==> src/rtl/sha1sh_pkg.sv <==
package sha1sh_pkg;

  localparam int unsigned WORD_W      = 32;
  localparam int unsigned MSG_WORDS   = 16;
  localparam int unsigned CHAIN_WORDS = 5;
  localparam int unsigned ROUNDS      = 80;
  localparam int unsigned COUNT_W     = 61;

  localparam logic [WORD_W-1:0] IV0 = 32'h67452301;
  localparam logic [WORD_W-1:0] IV1 = 32'hEFCDAB89;
  localparam logic [WORD_W-1:0] IV2 = 32'h98BADCFE;
  localparam logic [WORD_W-1:0] IV3 = 32'h10325476;
  localparam logic [WORD_W-1:0] IV4 = 32'hC3D2E1F0;

  localparam logic [WORD_W-1:0] K0 = 32'h5A827999;
  localparam logic [WORD_W-1:0] K1 = 32'h6ED9EBA1;
  localparam logic [WORD_W-1:0] K2 = 32'h8F1BBCDC;
  localparam logic [WORD_W-1:0] K3 = 32'hCA62C1D6;

  localparam logic [7:0] PAD_BYTE = 8'h80;

  typedef logic [WORD_W-1:0] word_t;

  typedef struct packed {
    word_t a;
    word_t b;
    word_t c;
    word_t d;
    word_t e;
  } vars_t;

  function automatic word_t iv_word(input logic [2:0] idx);
    word_t w;
    unique case (idx)
      3'd0:    w = IV0;
      3'd1:    w = IV1;
      3'd2:    w = IV2;
      3'd3:    w = IV3;
      default: w = IV4;
    endcase
    return w;
  endfunction

endpackage

==> src/rtl/sha1sh_ram.sv <==
module sha1sh_ram #(
  parameter int unsigned WIDTH = 32,
  parameter int unsigned DEPTH = 16
) (
  input  logic                     clk,
  input  logic                     we,
  input  logic [$clog2(DEPTH)-1:0] waddr,
  input  logic [WIDTH-1:0]         wdata,
  input  logic [$clog2(DEPTH)-1:0] raddr,
  output logic [WIDTH-1:0]         rdata
);

  logic [WIDTH-1:0] mem [DEPTH];
  logic [WIDTH-1:0] rdata_r;

  always_ff @(posedge clk) begin
    if (we) begin
      mem[waddr] <= wdata;
    end
    rdata_r <= mem[raddr];
  end

  assign rdata = rdata_r;

endmodule

==> src/rtl/sha1sh_round.sv <==
module sha1sh_round (
  input  sha1sh_pkg::vars_t cur,
  input  logic [6:0]        rnd,
  input  sha1sh_pkg::word_t w,
  output sha1sh_pkg::vars_t nxt
);

  import sha1sh_pkg::*;

  word_t f;
  word_t k;
  word_t t;

  always_comb begin
    if (rnd < 7'd20) begin
      f = (cur.b & cur.c) | (~cur.b & cur.d);
      k = K0;
    end else if (rnd < 7'd40) begin
      f = cur.b ^ cur.c ^ cur.d;
      k = K1;
    end else if (rnd < 7'd60) begin
      f = (cur.b & cur.c) | (cur.b & cur.d) | (cur.c & cur.d);
      k = K2;
    end else begin
      f = cur.b ^ cur.c ^ cur.d;
      k = K3;
    end
    t = {cur.a[26:0], cur.a[31:27]} + f + cur.e + k + w;
    nxt.a = t;
    nxt.b = cur.a;
    nxt.c = {cur.b[1:0], cur.b[31:2]};
    nxt.d = cur.c;
    nxt.e = cur.d;
  end

endmodule

==> src/rtl/sha1_stream_hasher.sv <==
// channel  | beat fields                                | handshake
// ---------+--------------------------------------------+--------------------
// in       | in_data_byte, in_byte_valid,               | in_valid/in_ready
//          | in_end_of_message                          |
// out      | out_digest_word, out_word_index,           | out_valid/out_ready
//          | out_last_word                              |
//
// a beat that adds a byte into a partly filled block, without end of message,
// leaves the input ready for the next byte; the 64th byte of a block starts a
// compression: chain load, the rounds, then a chain read-modify-write
// end of message: padding writes (16 - word position) block words, then one
// or two compressions, then each digest word is read from the chain memory
// reset sets the chain valid bits to clear, so the chain reads as the initial
// value at once; no clearing pass
// input stalls during padding, compression or digest read-out; the
// last digest beat waits in the output register while new bytes are taken
module sha1_stream_hasher (
  input  logic        clk,
  input  logic        rst_n,
  input  logic        in_valid,
  output logic        in_ready,
  input  logic [7:0]  in_data_byte,
  input  logic        in_byte_valid,
  input  logic        in_end_of_message,
  output logic        out_valid,
  input  logic        out_ready,
  output logic [31:0] out_digest_word,
  output logic [2:0]  out_word_index,
  output logic        out_last_word
);

  import sha1sh_pkg::*;

  localparam logic [2:0] ST_IDLE   = 3'd0;
  localparam logic [2:0] ST_LOAD   = 3'd1;
  localparam logic [2:0] ST_ROUND  = 3'd2;
  localparam logic [2:0] ST_ADD    = 3'd3;
  localparam logic [2:0] ST_PAD    = 3'd4;
  localparam logic [2:0] ST_OUT_RD = 3'd5;
  localparam logic [2:0] ST_OUT_LD = 3'd6;

  localparam int unsigned BLK_AW = $clog2(MSG_WORDS);
  localparam int unsigned CHN_AW = $clog2(CHAIN_WORDS);

  logic [2:0]         state_r, state_nxt;
  logic [COUNT_W-1:0] cnt_r, cnt_nxt;
  logic [23:0]        acc_r, acc_nxt;
  logic [6:0]         step_r, step_nxt;
  logic [BLK_AW-1:0]  wp_r, wp_nxt;
  logic [2:0]         oidx_r, oidx_nxt;
  logic               eom_r, eom_nxt;
  logic               fin_r, fin_nxt;
  logic               second_r, second_nxt;
  logic [CHAIN_WORDS-1:0] chain_ok_r, chain_ok_nxt;
  vars_t              vars_r, vars_nxt;
  word_t              w_r [MSG_WORDS];
  logic               out_valid_r, out_valid_nxt;
  word_t              out_word_r, out_word_nxt;
  logic [2:0]         out_idx_r, out_idx_nxt;
  logic               out_last_r, out_last_nxt;

  logic               iv_sel_r;
  logic [CHN_AW-1:0]  ridx_r;

  logic               blk_we;
  logic [BLK_AW-1:0]  blk_waddr, blk_raddr;
  word_t              blk_wdata, blk_q;
  logic               chain_we;
  logic [CHN_AW-1:0]  chain_waddr, chain_raddr;
  word_t              chain_wdata, chain_q, chain_rd;

  logic               in_fire;
  logic [COUNT_W-1:0] cnt_inc;
  word_t              w_cur, w_mix;
  word_t              pad_word;
  vars_t              round_out;
  logic               has_len;

  assign in_ready = (state_r == ST_IDLE);
  assign in_fire  = in_valid && in_ready;
  assign cnt_inc  = cnt_r + {{(COUNT_W-1){1'b0}}, 1'b1};

  assign out_valid       = out_valid_r;
  assign out_digest_word = out_word_r;
  assign out_word_index  = out_idx_r;
  assign out_last_word   = out_last_r;

  sha1sh_ram #(
    .WIDTH (WORD_W),
    .DEPTH (MSG_WORDS)
  ) u_blk_ram (
    .clk   (clk),
    .we    (blk_we),
    .waddr (blk_waddr),
    .wdata (blk_wdata),
    .raddr (blk_raddr),
    .rdata (blk_q)
  );

  sha1sh_ram #(
    .WIDTH (WORD_W),
    .DEPTH (CHAIN_WORDS)
  ) u_chain_ram (
    .clk   (clk),
    .we    (chain_we),
    .waddr (chain_waddr),
    .wdata (chain_wdata),
    .raddr (chain_raddr),
    .rdata (chain_q)
  );

  // unwritten chain entries read as the initial value
  assign chain_rd = iv_sel_r ? iv_word(ridx_r) : chain_q;

  sha1sh_round u_round (
    .cur (vars_r),
    .rnd (step_r),
    .w   (w_cur),
    .nxt (round_out)
  );

  assign w_mix = w_r[13] ^ w_r[8] ^ w_r[2] ^ w_r[0];
  assign w_cur = (step_r < 7'd16) ? blk_q : {w_mix[30:0], w_mix[31]};

  // padding word at wp_r
  assign has_len = second_r || (cnt_r[5:2] < 4'd14);

  always_comb begin
    pad_word = '0;
    if (!second_r && (wp_r == cnt_r[5:2])) begin
      unique case (cnt_r[1:0])
        2'd0: pad_word = {PAD_BYTE, 24'h0};
        2'd1: pad_word = {acc_r[7:0], PAD_BYTE, 16'h0};
        2'd2: pad_word = {acc_r[15:0], PAD_BYTE, 8'h0};
        2'd3: pad_word = {acc_r[23:0], PAD_BYTE};
      endcase
    end else if (has_len && (wp_r == 4'd14)) begin
      pad_word = cnt_r[60:29];
    end else if (has_len && (wp_r == 4'd15)) begin
      pad_word = {cnt_r[28:0], 3'b000};
    end
  end

  always_comb begin
    state_nxt     = state_r;
    cnt_nxt       = cnt_r;
    acc_nxt       = acc_r;
    step_nxt      = step_r;
    wp_nxt        = wp_r;
    oidx_nxt      = oidx_r;
    eom_nxt       = eom_r;
    fin_nxt       = fin_r;
    second_nxt    = second_r;
    chain_ok_nxt  = chain_ok_r;
    vars_nxt      = vars_r;
    out_valid_nxt = out_valid_r && !out_ready;
    out_word_nxt  = out_word_r;
    out_idx_nxt   = out_idx_r;
    out_last_nxt  = out_last_r;

    blk_we      = 1'b0;
    blk_waddr   = cnt_r[5:2];
    blk_wdata   = {acc_r, in_data_byte};
    blk_raddr   = step_r[BLK_AW-1:0] + 4'd1;
    chain_we    = 1'b0;
    chain_waddr = step_r[2:0] - 3'd1;
    chain_wdata = chain_rd + vars_r.a;
    chain_raddr = '0;

    unique case (state_r)
      ST_IDLE: begin
        if (in_fire) begin
          if (in_byte_valid) begin
            cnt_nxt = cnt_inc;
            acc_nxt = {acc_r[15:0], in_data_byte};
            if (cnt_r[1:0] == 2'd3) begin
              blk_we = 1'b1;
            end
          end
          if (in_byte_valid && (cnt_r[5:0] == 6'd63)) begin
            state_nxt = ST_LOAD;
            step_nxt  = '0;
            eom_nxt   = in_end_of_message;
          end else if (in_end_of_message) begin
            state_nxt  = ST_PAD;
            fin_nxt    = 1'b1;
            second_nxt = 1'b0;
            wp_nxt     = in_byte_valid ? cnt_inc[5:2] : cnt_r[5:2];
          end
        end
      end
      ST_LOAD: begin
        if (step_r[2:0] != 3'd5) begin
          chain_raddr = step_r[2:0];
        end
        if (step_r != 7'd0) begin
          vars_nxt = {vars_r.b, vars_r.c, vars_r.d, vars_r.e, chain_rd};
        end
        if (step_r == 7'd5) begin
          blk_raddr = '0;
          state_nxt = ST_ROUND;
          step_nxt  = '0;
        end else begin
          step_nxt = step_r + 7'd1;
        end
      end
      ST_ROUND: begin
        vars_nxt = round_out;
        if (step_r == 7'(ROUNDS - 1)) begin
          state_nxt = ST_ADD;
          step_nxt  = '0;
        end else begin
          step_nxt = step_r + 7'd1;
        end
      end
      ST_ADD: begin
        if (step_r[2:0] != 3'd5) begin
          chain_raddr = step_r[2:0];
        end
        if (step_r != 7'd0) begin
          chain_we = 1'b1;
          chain_ok_nxt[chain_waddr] = 1'b1;
          vars_nxt = {vars_r.b, vars_r.c, vars_r.d, vars_r.e, vars_r.a};
        end
        if (step_r == 7'd5) begin
          step_nxt = '0;
          if (!fin_r) begin
            if (eom_r) begin
              state_nxt  = ST_PAD;
              fin_nxt    = 1'b1;
              second_nxt = 1'b0;
              wp_nxt     = cnt_r[5:2];
            end else begin
              state_nxt = ST_IDLE;
            end
          end else if (!second_r && (cnt_r[5:2] >= 4'd14)) begin
            state_nxt  = ST_PAD;
            second_nxt = 1'b1;
            wp_nxt     = '0;
          end else begin
            state_nxt = ST_OUT_RD;
            oidx_nxt  = '0;
          end
        end else begin
          step_nxt = step_r + 7'd1;
        end
      end
      ST_PAD: begin
        blk_we    = 1'b1;
        blk_waddr = wp_r;
        blk_wdata = pad_word;
        if (wp_r == 4'd15) begin
          state_nxt = ST_LOAD;
          step_nxt  = '0;
        end else begin
          wp_nxt = wp_r + 4'd1;
        end
      end
      ST_OUT_RD: begin
        chain_raddr = oidx_r;
        if (!out_valid_r || out_ready) begin
          state_nxt = ST_OUT_LD;
        end
      end
      ST_OUT_LD: begin
        out_valid_nxt = 1'b1;
        out_word_nxt  = chain_rd;
        out_idx_nxt   = oidx_r;
        out_last_nxt  = (oidx_r == 3'd4);
        if (oidx_r == 3'd4) begin
          state_nxt    = ST_IDLE;
          chain_ok_nxt = '0;
          cnt_nxt      = '0;
          eom_nxt      = 1'b0;
          fin_nxt      = 1'b0;
          second_nxt   = 1'b0;
        end else begin
          oidx_nxt  = oidx_r + 3'd1;
          state_nxt = ST_OUT_RD;
        end
      end
      default: begin
        state_nxt = ST_IDLE;
      end
    endcase
  end

  always_ff @(posedge clk) begin
    if (!rst_n) begin
      state_r     <= ST_IDLE;
      cnt_r       <= '0;
      step_r      <= '0;
      wp_r        <= '0;
      oidx_r      <= '0;
      eom_r       <= 1'b0;
      fin_r       <= 1'b0;
      second_r    <= 1'b0;
      chain_ok_r  <= '0;
      out_valid_r <= 1'b0;
    end else begin
      state_r     <= state_nxt;
      cnt_r       <= cnt_nxt;
      step_r      <= step_nxt;
      wp_r        <= wp_nxt;
      oidx_r      <= oidx_nxt;
      eom_r       <= eom_nxt;
      fin_r       <= fin_nxt;
      second_r    <= second_nxt;
      chain_ok_r  <= chain_ok_nxt;
      out_valid_r <= out_valid_nxt;
    end
  end

  always_ff @(posedge clk) begin
    acc_r      <= acc_nxt;
    vars_r     <= vars_nxt;
    out_word_r <= out_word_nxt;
    out_idx_r  <= out_idx_nxt;
    out_last_r <= out_last_nxt;
    iv_sel_r   <= !chain_ok_r[chain_raddr];
    ridx_r     <= chain_raddr;
  end

  // schedule window, newest word at the top
  always_ff @(posedge clk) begin
    if (state_r == ST_ROUND) begin
      for (int i = 0; i < MSG_WORDS - 1; i++) begin
        w_r[i] <= w_r[i+1];
      end
      w_r[MSG_WORDS-1] <= w_cur;
    end
  end

`ifndef SYNTHESIS
  a_round_range: assert property (@(posedge clk) disable iff (!rst_n)
    (state_r == ST_ROUND) |-> (step_r < 7'(ROUNDS)))
    else $error("round counter out of range");

  a_add_fills: assert property (@(posedge clk) disable iff (!rst_n)
    (state_r == ST_ADD && step_r == 7'd5) |=> (chain_ok_r == '1))
    else $error("chain not fully written after update");

  a_out_clears: assert property (@(posedge clk) disable iff (!rst_n)
    (state_r == ST_OUT_LD && oidx_r == 3'd4) |=> (chain_ok_r == '0 && cnt_r == '0))
    else $error("chain or count not restored after digest");

  a_second: assert property (@(posedge clk) disable iff (!rst_n)
    second_r |-> fin_r)
    else $error("second padding block outside finalisation");

  a_out_load_free: assert property (@(posedge clk) disable iff (!rst_n)
    (state_r == ST_OUT_LD) |-> !out_valid_r)
    else $error("digest beat overwrites a waiting beat");
`endif

endmodule
==> config.mk <==
export PLATFORM = sky130hd
export DESIGN_NAME = sha1_stream_hasher
export DESIGN_NICKNAME = d
export VERILOG_FILES = /design/src/rtl/sha1sh_pkg.sv /design/src/rtl/sha1sh_ram.sv /design/src/rtl/sha1sh_round.sv /design/src/rtl/sha1_stream_hasher.sv
export SDC_FILE = /design/constraint.sdc
export NUM_CORES = 2
export LEC_CHECK = 0
export BUFFER_PORTS_ARGS = -buffer_cell sky130_fd_sc_hd__buf_2
export CORE_MARGIN = 3
export CORE_UTILIZATION = 55
export CTS_CLUSTER_DIAMETER = 150
export CTS_CLUSTER_SIZE = 28
export DETAILED_ROUTE_END_ITERATION = 16
export PLACE_DENSITY = 0.71
export SLEW_MARGIN = 5
export SYNTH_ARGS = -nofsm -noshare
export SYNTH_HDL_FRONTEND = slang
export SYNTH_SLANG_ARGS = --single-unit
export TNS_END_PERCENT = 100
==> constraint.sdc <==
create_clock -name clk -period 47.9 [get_ports clk]
set_input_delay 0 -clock clk [delete_from_list [all_inputs] [get_ports clk]]
set_output_delay 0 -clock clk [all_outputs]
set_load 0.02 [all_outputs]
==> results by group <==
Worst hold path
  – Hold path start: in_data_byte[2]
  – HP Class: in2reg

Global route
  – Global-route wire length before repair: 223200 um
  – Tot GR Track Use: 23.17%
  – Initial antenna violation count: 6
  – Vias in the first global route: 37024
  – Total gr overflow: 0
  – Largest net degree at the start of global routing: 213

Logic synthesis
  – Synth unique cells: 79
  – Syn Area/Cell: 13.44 sq um
  – Ys flop type: edfxtp_1
  – Syn Nets: 5139
  – Synth Register Bits: 1559
  – Yosys warns: 0
  – Synth Cell Area: 66190 sq um
  – Ys async rst share: 0%
  – Synth Instances: 4924
  – Seq/Total Area, Yosys: 68.38%
  – Post-synth EDFFs: 1404

Timing
  – Period utilisation layout: 15.76%
  – Normalized max-slew margin: 25.78%
  – Final setup fails: 0
  – RSZ-0062 raised after global routing: false
  – Fin. max-slew vios: 0
  – Worst Tran Pin Value: 1108 ps
  – Fin. Hold Viols: 0
  – Fin Setup TNS: 0 ps
  – Final min period: 7549 ps
  – Peak Freq: 0.1325 GHz
  – Clock Skew: 61.17 ps

Power and ir drop
  – Pwr dens: 48.78 nW/um^2
  – Peak supply drop: 0.04684 mV
  – Lkg Pwr: 0.02385 uW

Die
  – Initial core utilization: 55.76%
  – Rows: 126
  – Die Area: 124500 sq um
  – Top-level I/O count: 52
  – Chip Width: 352.9 um
  – Area of the core: 118700 sq um
  – Die Y: 352.9 um

Final layout
  – Most frequent cells in the layout: 1404 x edfxtp_1, 630 x nand2_1, 389 x o21ai_0, 300 x nor2_1, 200 x inv_1
  – Multi-input logic area: 19320 sq um
  – Layout cell share with drive strength beyond 1: 5.869%
  – Commonest non-fill, non-tap cell in the layout: edfxtp_1
  – Post-route design area: 70300 sq um
  – Register area: 45270 sq um
  – Fill cells: 9146
  – Area growth syn-to-layout: 6.202%
  – Post-layout net count: 5104

Route
  – Post-route ant nets: 0
  – Total number of vias: 38681
  – Initial DRC count: 4499
  – DRT Pass-1 Iters: 6
  – DRC Markers: 0
  – Vias per inst: 5.912
  – WL final: 146200 um
  – Wirelength per Cell: 22.34 um

Setup path
  – WP data required: 48320 ps
  – Crit Reg-Reg Startpoint: step_r[3]
  – R2r worst-path depth: 20
  – Crit path from: step_r[3]
  – CP startpoint kind: flop
  – CP max FO: 23
  – R2r setup slk: 40350 ps
  – CP Class: reg2reg
  – R2R Path End: vars_r[158]
  – Worst Setup EP: vars_r[158]
  – Worst EP arrival: 7970 ps
  – Setup crit end kind: flop

Place
  – GPL Wtd Cong: 0.9047
  – DP Area: 68290 sq um
  – Detail Placement HPWL: 91250 um
  – PortBufs: 51

Clocking
  – # clock sinks: 1559
  – Total CTS buffers: 61
  – Later-pin clock latency in the skew report: 750 ps
  – CTS resizes: 0
  – Clk buf depth: 3
  – H-tree levels: 2
  – Clk root buf: clkbuf_16
  – TritonCTS clock tree: built
  – Reg clk slew, reported paths: 110 ps

Flow run
  – Maxcap violations: 0

Status
  – Outcome: finished, final reports clean
[synthesized netlist by cell type, types with 13 or more instances]
| cell type | instances | area, sq um |
|---|---|---|
| edfxtp_1 | 1404 | 42160 |
| nand2_1 | 633 | 2376 |
| o21ai_0 | 393 | 1967 |
| nor2_1 | 318 | 1194 |
| inv_1 | 203 | 762.0 |
| clkbuf_1 | 191 | 716.9 |
| xnor2_1 | 158 | 1384 |
| dfxtp_1 | 155 | 3103 |
| or3_1 | 140 | 875.8 |
| a21oi_1 | 129 | 645.6 |
| fa_1 | 113 | 2262 |
| ha_1 | 88 | 1101 |
| nand3_1 | 87 | 435.4 |
| a31oi_1 | 83 | 519.3 |
| and2_1 | 78 | 488.0 |
| a211oi_1 | 75 | 563.0 |
| mux2i_1 | 65 | 650.6 |
| o211ai_1 | 65 | 488.0 |
| xor2_1 | 61 | 534.3 |
| nor3_1 | 43 | 215.2 |
| a21o_1 | 40 | 300.3 |
| mux4_2 | 32 | 720.7 |
| buf_2 | 30 | 150.1 |
| a22oi_1 | 29 | 217.7 |
| nand4_1 | 25 | 156.4 |
| o21a_1 | 22 | 165.2 |
| buf_1 | 20 | 75.07 |
| nor2b_1 | 20 | 125.1 |
| a22o_1 | 18 | 157.7 |
| and3_1 | 18 | 112.6 |
| a221o_1 | 17 | 170.2 |
| nand2b_1 | 13 | 81.33 |
[critical path, cell delays in order (launching register included)]
cell      delay, ps
dfxtp_1         460
and4_1          270
nor2_1          440
nand2_1         720
inv_1           470
buf_4           310
nor2_1           70
buf_4           230
inv_1           510
a21o_1          230
fa_1            440
fa_1            500
ha_1            380
and2_1          220
a221o_1         320
a22oi_1         180
nand2_1         180
o311ai_0        700
a31oi_1         250
mux2i_1         210
a31oi_1         100
[cell families after synthesis]
| kind of cell | share of synthesized area [%] |
|---|---|
| buffers and inverters | 2.786 |
| DFF | 68.38 |
| muxes | 2.106 |
| AOI/OAI and AO/OA | 9.047 |
| and+or+nand+nor | 9.699 |
| adders and majority gates | 5.081 |
| xor gates and xnor gates | 2.898 |
[routing by layer]
layer / track usage (%) / wire length, um / vias to the layer above
li1: - / - / 17857
met3: 2.262 / 8081 / 206
met4: 6.158 / 3988 / 0
met2: 38.45 / 71000 / 1227
met1: 33.12 / 63090 / 19391
met5: 0 / 0 / -
[report_power, final]
group	switching (uW)	internal (uW)
clock network	393	247
logic	690	394
registers	63.9	1640
[how the worst min path moves through the flow]
stage,cells after the start,endpoint,slack (ps)
floorplan,0,acc_r[0],100
global placement,1,acc_r[1],190
detailed placement,1,acc_r[1],190
CTS,2,acc_r[2],0.2
global route,2,acc_r[2],20
finish,2,acc_r[2],50
[state kept, by name, summed over array words and instances, names as in the netlist, 3 cells and up]
register           count
u_blk_ram.mem        512
w_r                  512
u_chain_ram.mem      160
vars_r               160
cnt_r                 61
out_digest_word       32
u_blk_ram.rdata       32
u_chain_ram.rdata     32
acc_r                 24
step_r                 7
chain_ok_r             5
wp_r                   4
oidx_r                 3
out_word_index         3
ridx_r                 3
state_r                3
[cell type report]
| cell class | count | area share, % |
|---|---|---|
| Tap cell | 1600 | 2.848 |
| Clock buffer | 110 | 2.433 |
| Sequential cell | 1559 | 64.40 |
| Clock inverter | 5 | 0.1032 |
| Inverter | 204 | 1.102 |
| Multi-Input combinational cell | 2905 | 27.49 |
| Antenna cell | 2 | 0.007120 |
| Timing Repair Buffer | 158 | 1.620 |
[per-stage QoR]
stage | cells | util (%) | setup WS (ps) | power, uW | hold WS (ps)
finish | 6543 | 59.22 | 40350 | 3429 | 48.30
floorplan | 4924 | - | 31770 | 2505 | 98.87
detailed placement | 6404 | 57.52 | 40610 | 2804 | 194.7
global placement | 6404 | 57.52 | 40800 | 2782 | 194.1
CTS | 6541 | 59.21 | 40520 | 3440 | 0.1543
global route | 6542 | 59.21 | 39980 | 3618 | 24.45
[timing repair]
action	CTS	global route
setup buffers	0	0
endpoints found under the hold margin	133	0
hold buffers	22	0
(Power assumes the default switching activity.)
